## src/sv/egcd_pkg.sv

```systemverilog
// egcd_pkg: shared types and constants for the extended gcd core
// used by egcd_div_unit, extended_gcd_bezout_core and egcd_checker
package egcd_pkg;

  localparam int unsigned DefaultWidth = 32;

  typedef enum logic [2:0] {
    ST_IDLE,
    ST_LOAD,
    ST_DIV,
    ST_NEXT,
    ST_FIN
  } state_e;

  typedef struct packed {
    logic busy;
    logic done;
  } div_status_t;

endpackage

```

## src/sv/extended_gcd_bezout_core.sv

```systemverilog
// extended_gcd_bezout_core: gcd and bezout coefficients of two operands
// depends on egcd_pkg and egcd_div_unit
//
// channel  dir  handshake                  payload
// in       in   in_valid_i / in_stall_o    operand_a_i, operand_b_i
// out      out  out_valid_o / out_stall_i  coef_x_o, coef_y_o, gcd_value_o
//
// one word at a time; in_stall_o is high from acceptance until the result
// moves to the output register. each euclid step is one division in the
// one-bit-per-cycle divider; b = 0 goes straight to the result.
// a waiting result does not block the next word, only the one after it.
// asynchronous active-low reset clears the control state only.
module extended_gcd_bezout_core #(
  parameter int unsigned WIDTH = egcd_pkg::DefaultWidth
) (
  input  logic               clk_i,
  input  logic               rst_ni,
  input  logic               in_valid_i,
  output logic               in_stall_o,
  input  logic [WIDTH-1:0]   operand_a_i,
  input  logic [WIDTH-1:0]   operand_b_i,
  output logic               out_valid_o,
  input  logic               out_stall_i,
  output logic [WIDTH:0]     coef_x_o,
  output logic [WIDTH:0]     coef_y_o,
  output logic [WIDTH-1:0]   gcd_value_o
);

  egcd_pkg::state_e state_q, state_d;

  logic [WIDTH-1:0] ra_q, ra_d, rb_q, rb_d;
  logic [WIDTH:0]   xa_q, xa_d, ya_q, ya_d, xb_q, xb_d, yb_q, yb_d;
  logic [WIDTH:0]   outx_q, outx_d, outy_q, outy_d;
  logic [WIDTH-1:0] outg_q, outg_d;
  logic             out_valid_q, out_valid_d;

  logic                  div_start;
  logic                  out_free;
  logic                  in_take;
  egcd_pkg::div_status_t div_status;
  logic [WIDTH-1:0]      div_rem;
  logic [WIDTH:0]        prod_x, prod_y;

  egcd_div_unit #(
    .WIDTH(WIDTH)
  ) u_div (
    .clk_i      (clk_i),
    .rst_ni     (rst_ni),
    .start_i    (div_start),
    .dividend_i (ra_q),
    .divisor_i  (rb_q),
    .mul_x_i    (xb_q),
    .mul_y_i    (yb_q),
    .status_o   (div_status),
    .rem_o      (div_rem),
    .prod_x_o   (prod_x),
    .prod_y_o   (prod_y)
  );

  assign out_free = !out_valid_q || !out_stall_i;
  assign in_take  = (state_q == egcd_pkg::ST_IDLE) && in_valid_i;

  // next state
  always_comb begin
    state_d = state_q;
    case (state_q)
      egcd_pkg::ST_IDLE: begin
        if (in_valid_i) begin
          state_d = (operand_b_i == '0) ? egcd_pkg::ST_FIN : egcd_pkg::ST_LOAD;
        end
      end
      egcd_pkg::ST_LOAD: begin
        state_d = egcd_pkg::ST_DIV;
      end
      egcd_pkg::ST_DIV: begin
        if (div_status.done) begin
          state_d = egcd_pkg::ST_NEXT;
        end
      end
      egcd_pkg::ST_NEXT: begin
        state_d = (div_rem == '0) ? egcd_pkg::ST_FIN : egcd_pkg::ST_LOAD;
      end
      egcd_pkg::ST_FIN: begin
        if (out_free) begin
          state_d = egcd_pkg::ST_IDLE;
        end
      end
      default: begin
        state_d = egcd_pkg::ST_IDLE;
      end
    endcase
  end

  // outputs and datapath
  always_comb begin
    ra_d        = ra_q;
    rb_d        = rb_q;
    xa_d        = xa_q;
    ya_d        = ya_q;
    xb_d        = xb_q;
    yb_d        = yb_q;
    outx_d      = outx_q;
    outy_d      = outy_q;
    outg_d      = outg_q;
    out_valid_d = out_valid_q && out_stall_i;
    div_start   = 1'b0;
    case (state_q)
      egcd_pkg::ST_IDLE: begin
        if (in_take) begin
          ra_d = operand_a_i;
          xa_d = (WIDTH + 1)'(1);
          ya_d = '0;
          if (operand_b_i == '0) begin
            rb_d = operand_a_i;
            xb_d = {{WIDTH{1'b0}}, (operand_a_i != '0)};
            yb_d = '0;
          end else begin
            rb_d = operand_b_i;
            xb_d = '0;
            yb_d = (WIDTH + 1)'(1);
          end
        end
      end
      egcd_pkg::ST_LOAD: begin
        div_start = 1'b1;
      end
      egcd_pkg::ST_NEXT: begin
        if (div_rem != '0) begin
          ra_d = rb_q;
          rb_d = div_rem;
          xa_d = xb_q;
          ya_d = yb_q;
          xb_d = xa_q - prod_x;
          yb_d = ya_q - prod_y;
        end
      end
      egcd_pkg::ST_FIN: begin
        if (out_free) begin
          outx_d      = xb_q;
          outy_d      = yb_q;
          outg_d      = rb_q;
          out_valid_d = 1'b1;
        end
      end
      default: begin
      end
    endcase
  end

  always_ff @(posedge clk_i or negedge rst_ni) begin
    if (!rst_ni) begin
      state_q     <= egcd_pkg::ST_IDLE;
      out_valid_q <= 1'b0;
    end else begin
      state_q     <= state_d;
      out_valid_q <= out_valid_d;
    end
  end

  always_ff @(posedge clk_i) begin
    ra_q   <= ra_d;
    rb_q   <= rb_d;
    xa_q   <= xa_d;
    ya_q   <= ya_d;
    xb_q   <= xb_d;
    yb_q   <= yb_d;
    outx_q <= outx_d;
    outy_q <= outy_d;
    outg_q <= outg_d;
  end

  assign in_stall_o  = (state_q != egcd_pkg::ST_IDLE);
  assign out_valid_o = out_valid_q;
  assign coef_x_o    = outx_q;
  assign coef_y_o    = outy_q;
  assign gcd_value_o = outg_q;

endmodule

```

## src/sv/egcd_div_unit.sv

```systemverilog
// egcd_div_unit: restoring divider, one quotient bit per cycle, that also
// forms quotient * coefficient for both bezout coefficients by shift-add
// depends on egcd_pkg
module egcd_div_unit #(
  parameter int unsigned WIDTH = egcd_pkg::DefaultWidth
) (
  input  logic                clk_i,
  input  logic                rst_ni,
  input  logic                start_i,
  input  logic [WIDTH-1:0]    dividend_i,
  input  logic [WIDTH-1:0]    divisor_i,
  input  logic [WIDTH:0]      mul_x_i,
  input  logic [WIDTH:0]      mul_y_i,
  output egcd_pkg::div_status_t status_o,
  output logic [WIDTH-1:0]    rem_o,
  output logic [WIDTH:0]      prod_x_o,
  output logic [WIDTH:0]      prod_y_o
);

  localparam int unsigned CntW = $clog2(WIDTH);
  localparam logic [CntW-1:0] CntLast = CntW'(WIDTH - 1);

  logic [WIDTH-1:0] rem_q, rem_d;
  logic [WIDTH-1:0] quo_q, quo_d;
  logic [WIDTH:0]   accx_q, accx_d;
  logic [WIDTH:0]   accy_q, accy_d;
  logic [CntW-1:0]  cnt_q, cnt_d;
  logic             busy_q, busy_d;
  logic             done_q, done_d;

  logic [WIDTH:0]   shifted;
  logic [WIDTH:0]   diff;
  logic             ge;

  always_comb begin
    shifted = {rem_q, quo_q[WIDTH-1]};
    diff    = shifted - {1'b0, divisor_i};
    ge      = shifted >= {1'b0, divisor_i};
  end

  always_comb begin
    rem_d  = rem_q;
    quo_d  = quo_q;
    accx_d = accx_q;
    accy_d = accy_q;
    cnt_d  = cnt_q;
    busy_d = busy_q;
    done_d = 1'b0;
    if (start_i) begin
      rem_d  = '0;
      quo_d  = dividend_i;
      accx_d = '0;
      accy_d = '0;
      cnt_d  = CntLast;
      busy_d = 1'b1;
    end else if (busy_q) begin
      rem_d  = ge ? diff[WIDTH-1:0] : shifted[WIDTH-1:0];
      quo_d  = {quo_q[WIDTH-2:0], ge};
      accx_d = {accx_q[WIDTH-1:0], 1'b0} + (ge ? mul_x_i : '0);
      accy_d = {accy_q[WIDTH-1:0], 1'b0} + (ge ? mul_y_i : '0);
      cnt_d  = cnt_q - 1'b1;
      if (cnt_q == '0) begin
        busy_d = 1'b0;
        done_d = 1'b1;
      end
    end
  end

  always_ff @(posedge clk_i or negedge rst_ni) begin
    if (!rst_ni) begin
      busy_q <= 1'b0;
      done_q <= 1'b0;
      cnt_q  <= '0;
    end else begin
      busy_q <= busy_d;
      done_q <= done_d;
      cnt_q  <= cnt_d;
    end
  end

  always_ff @(posedge clk_i) begin
    rem_q  <= rem_d;
    quo_q  <= quo_d;
    accx_q <= accx_d;
    accy_q <= accy_d;
  end

  assign status_o.busy = busy_q;
  assign status_o.done = done_q;
  assign rem_o         = rem_q;
  assign prod_x_o      = accx_q;
  assign prod_y_o      = accy_q;

endmodule

```

## config.mk

```make
export PLATFORM = sky130hd
export DESIGN_NAME = extended_gcd_bezout_core
export DESIGN_NICKNAME = d
export VERILOG_FILES = /design/src/sv/egcd_pkg.sv /design/src/sv/extended_gcd_bezout_core.sv /design/src/sv/egcd_div_unit.sv
export SDC_FILE = /design/constraint.sdc
export NUM_CORES = 1
export LEC_CHECK = 0
export BUFFER_PORTS_ARGS = -buffer_cell sky130_fd_sc_hd__buf_2
export CORE_MARGIN = 2
export CORE_UTILIZATION = 50
export CTS_CLUSTER_SIZE = 30
export DETAILED_ROUTE_END_ITERATION = 10
export GPL_TIMING_DRIVEN = 0
export PLACE_DENSITY_LB_ADDON = 0.08
export SYNTH_ARGS = -nofsm -noshare
export SYNTH_HDL_FRONTEND = slang
export SYNTH_HIERARCHICAL = 1
export SYNTH_SLANG_ARGS = --single-unit
```

## constraint.sdc

```tcl
create_clock -name clk_i -period 20.3 [get_ports clk_i]
set_input_delay 2.03 -clock clk_i [delete_from_list [all_inputs] [get_ports clk_i]]
set_output_delay 2.03 -clock clk_i [all_outputs]
set_load 0.03 [all_outputs]
```

After elaboration in Yosys (flattened, before gate mapping)
Cells that the tools add are included.
- add/sub/neg operators: 6
- multiply operators: 0
- divide/modulo/power cells: 0
- $lt $le $gt $ge: 1
- eq/ne operators: 9
- shift operators: 0
- muxes and demuxes: 43
- bitwise gates (word level): 0
- reduce and logical (&&, ||, !) cells: 17
- operators by type and width (kind ; number):
    33-bit 2-to-1 mux ; 10
    33-bit one-hot mux with 2 select lines ; 4
    32-bit 2-to-1 mux ; 8
    32-bit one-hot mux with 2 select lines ; 2
    33-bit adder ; 2
    33-bit subtractor ; 2
    32-bit zero test ; 2
    32-bit nonzero test ; 2
    33-bit by 32-bit >= comparator with 1-bit output ; 1
    32-bit subtractor ; 1
    3-bit 2-to-1 mux ; 5
    3-bit one-hot mux with 5 select lines ; 1
    1-bit 2-to-1 mux ; 11
    5-bit 2-to-1 mux ; 2
    2-bit inequality test, second input constant ; 4
    3-bit by 2-bit equality test with 1-bit output, second input constant ; 2
    3-bit AND reduction ; 2
    5-bit zero test ; 1
    5-bit by 1-bit subtractor with 5-bit output, second input constant ; 1
    2-bit nonzero test ; 2
    3-bit by 1-bit equality test with 1-bit output, second input constant ; 1
    3-bit equality test, second input constant ; 1
    3-bit zero test ; 1
    3-bit nonzero test ; 1
    other kinds (5) ; 7
- flip-flop bits (word level): 435
- bits in latches: 0
- memory bits (writable): 0
- memory bits (read-only): 0
- bits of input ports: 68
- output and inout port bits: 100
- logic and storage cells: 94
- memories: 0

Depth between registers and ports, before layout
- depth in word-level cells: 4
- depth in mapped cells: 23
- depth with buffers taken out: 20

Modules after synthesis
The synthesis kept the hierarchy.
- by module, submodules not included (module ; instances ; cells each ; area each (um^2) ; sequential area each (um^2)):
    extended_gcd_bezout_core ; 1 ; 1314 ; 14888.0 ; 8928.6
    egcd_div_unit ; 1 ; 1263 ; 10498.8 ; 3098.0

Worst setup path before layout
OpenSTA, ideal clock, no wires.
- kind: input-to-reg
- from: input in_valid_i
- to: register ra_q[0] (enable)
- library setup time: 0.757 ns
- data arrival time: 10.252 ns
- required time: 19.543 ns
- slack: 9.291 ns
- cell stages on the path: 2
- buffers on the path: 0
- path through: a21oi_1 > nor2_1
- longest elaborated chain between the ends: 3
- ends and longest elaborated chain (item ; RTL line ; text):
    start: declaration ; extended_gcd_bezout_core.sv:18 ; input logic in_valid_i,
    1-bit logical AND ; extended_gcd_bezout_core.sv:61 ; assign in_take = (state_q == egcd_pkg::ST_IDLE) && in_valid_i;
    2-bit inequality test (no line) ; - ;
    3-bit AND reduction (no line) ; - ;
    end signal: assignment ; extended_gcd_bezout_core.sv:161 ; ra_q <= ra_d;
    end: declaration ; extended_gcd_bezout_core.sv:31 ; logic [WIDTH-1:0] ra_q, ra_d, rb_q, rb_d;
No other way between the ends.
A chain may end at the register's enable or synchronous reset.

Worst setup path after layout
- from: register rb_q[1]
- to: register u_div.accy_q[31], in the netlist u_div/prod_y_o[31]
- longest elaborated chain between the ends: 3
- ends and longest elaborated chain (item ; RTL line ; text):
    start: declaration ; extended_gcd_bezout_core.sv:31 ;
    start signal: assignment ; extended_gcd_bezout_core.sv:162 ; rb_q <= rb_d;
    33-bit by 32-bit >= comparator with 1-bit output ; egcd_div_unit.sv:38 ; ge = shifted >= {1'b0, divisor_i};
    33-bit 2-to-1 mux ; egcd_div_unit.sv:60 ; accy_d = {accy_q[WIDTH-1:0], 1'b0} + (ge ? mul_y_i : '0);
    33-bit adder ; egcd_div_unit.sv:60 ;
    end signal: assignment ; egcd_div_unit.sv:85 ; accy_q <= accy_d;
    end: declaration ; egcd_div_unit.sv:26 ; logic [WIDTH:0] accy_q, accy_d;
No other way between the ends.

==> results.txt <==
The flow ran to the end, and the final reports show no timing, DRC or antenna violations. In this run the deepest clock path goes through 3 buffers. The first TritonRoute pass finished after 5 iterations.

From left edge to right edge, the die measures between 200 and 250 um. The yosys synthesis warning count came out at 6. The number of pins exceeding their max-slew limit in the final report came out at 0. The worst hold path belongs to the class register to register. Detailed placement ended at an HPWL of 55.8 mm.

In this run the worst path has a maximum fanout of 10. The initial utilization of the core area, before any placement, comes to 0.506. The synthesized cell area is 0.0254 mm^2. The later pin in the worst-skew pair is clocked with a latency of 610 ps.

Counting every net in the synthesized netlist gives between 2000 and 3000. For this run, design rule violations remaining after detail routing come to 0. The wire length of the first global-routing pass is 115 mm. The critical path is of the register to register type. The critical path's largest stage delay is 550 ps. On the critical path, the stage with the largest delay is an instance of sky130_fd_sc_hd__a311oi_2. For the final database, setup skew stands at 23.6 ps. The mean routed wirelength per cell came out at 21.1 um.

CTS saw between 400 and 500 sinks. Buffers inserted during clock tree synthesis total 49. The storage element area is 0.0120 mm^2.

Leaving out fill and tap cells, the most frequent cell in the layout is sky130_fd_sc_hd__edfxtp_1. The antenna diode count is 0. The cell count after synthesis is 2576.

The antenna violation net count after detailed routing came out at 0. The total number of vias came out at 20504. Setup repair after global routing left no endpoint under its margin. The clock period could shrink to 6610 ps. The site row count came out at 82. The worst hold path depth is 0. The buffers inserted during post-CTS setup optimization is 0. The number of I/O pins is between 150 and 200. The ratio of cells with drive above 1 in the final layout is 0.120. The count of nets after finishing is roughly 3000. The initial DRC count came out at 1600. The max-capacitance violation count came out at 0. The last weighted congestion value of the routability-driven placer came out at 0.930. The final setup violation count came out at 0.

Traced cell by cell, the critical path runs through inv_1, ha_1, nor2b_1, o31ai_1, a2bb2oi_1, o211ai_1, a211oi_1, or2_4, buf_6, clkbuf_1, and2_1, ha_1, fa_1, a21o_1, a21oi_1, o21ai_1, a21oi_1, o21ai_1, a311oi_2, or3_1, a2111oi_0, or4_1. The upper clock frequency limit came out at between 150 and 200 MHz. The total area inside the core boundary comes to about 0.050 mm^2. The cts-stage hold buffer count is 0.

The worst setup path is captured at a register. For the worst setup path, the data required time is 20770 ps. The data arrival time of the critical path is 7080 ps.

Grouping stages by cell kind, the critical path spends the most delay in compound AO/OA/AOI/OAI gates. In the global route stage, overall resource usage came out at 0.281. The top cell types in the final layout, fill and taps aside, are 326 x sky130_fd_sc_hd__edfxtp_1, 321 x sky130_fd_sc_hd__nand2_1, 201 x sky130_fd_sc_hd__a21oi_1.

The area growth from synthesis to layout is 14.5%. The register-to-register setup slack is 13690 ps. The clock tree from TritonCTS is built. The via density per instance came out at 5.83.

The initial antenna violation count is 0. Clock-pin slew was measured on the worst setup and hold paths at 60 ps. The die covers 0.0526 mm^2.

The maximum level of the CTS H-tree came out at 2. The transition time at the pin with the least slew margin came out at about 1400 ps. The quantity of I/O buffers inserted on ports is 167.

A synthesized cell averages 9.85 um^2. Summed over all failing endpoints, the final setup total negative slack is 0 ps. The post-route clock period utilization came out at 0.326. The total routed wirelength is around 74 mm. The tree is rooted in a sky130_fd_sc_hd__clkbuf_16. In the final layout, the multi-input gates occupy 0.0124 mm^2.

The die height came out at approximately 230 um. STA classifies the critical path startpoint as a register. The count of buffer and inverter cells on the critical path is 3. The layout has between 4000 and 5000 filler cells. The final core utilization is 0.579. The depth of the worst register-to-register path came out at 22.

The critical path crosses 22 cells after its start point. The post-detailed-placement cell area came out at 0.0273 mm^2. The final count of hold timing violations is 0. With fillers left out, the area of the finished cells amounts to ~0.029 mm^2. The largest net degree at the start of global routing came out at 34.

The post-cts repair resize count came out at 0. The number of global-route vias before repair was around 20000. The overflow left after global routing came out at 0. The worst pin sits at a relative slew slack of 0.0908.
==> stage by stage <==
| step | hold slack (ps) | setup WS, ps | cells |
|---|---|---|---|
| 2_1_floorplan | 432 | 9290 | 2576 |
| 3_3_place_gp | 449 | 4950 | 3415 |
| 3_5_place_dp | 449 | 13870 | 3426 |
| 4_1_cts | 463 | 13840 | 3518 |
| 5_1_grt | 476 | 13240 | 3518 |
| 6_report | 463 | 13690 | 3518 |
==> cell type report <==
class	instances	area share
inverters	150	0.0194
repair buffers	178	0.0369
flip-flops and latches	435	0.414
multi-input cells	1880	0.425
well taps	672	0.0289
clock inverters	37	0.0156
clock buffers	55	0.0444
plain buffers	111	0.0154
==> registers in the layout, summed over array words and instances (netlist names), 33 cells and up <==
signal,flops
xb_q,33
yb_q,33
coef_x_o,33
coef_y_o,33
xa_q,33
ya_q,33
u_div/prod_x_o,33
u_div/prod_y_o,33
==> per-layer routing <==
metal  wire (um)  part of all wire  GRT usage
met5           0                 0          0
met4        2270             0.031     0.0982
met3        4010             0.054     0.0340
met2       33900              0.46      0.451
met1       34200              0.46      0.393
==> path summary, 6_finish.rpt <==
kind	start	end
worst max-delay path	rb_q[1]	u_div/prod_y_o[31]
worst min-delay path	xb_q[7]	coef_x_o[7]
worst max register to register	rb_q[1]	u_div/prod_y_o[31]
worst min register to register	xb_q[7]	coef_x_o[7]
max in group asynchronous	rst_ni	u_div/done_q
min in group asynchronous	rst_ni	u_div/cnt_q[4]
Power is left out: the tool's default activity adds up to more than one toggle a clock period on the data nets, which glitch-free logic cannot reach.
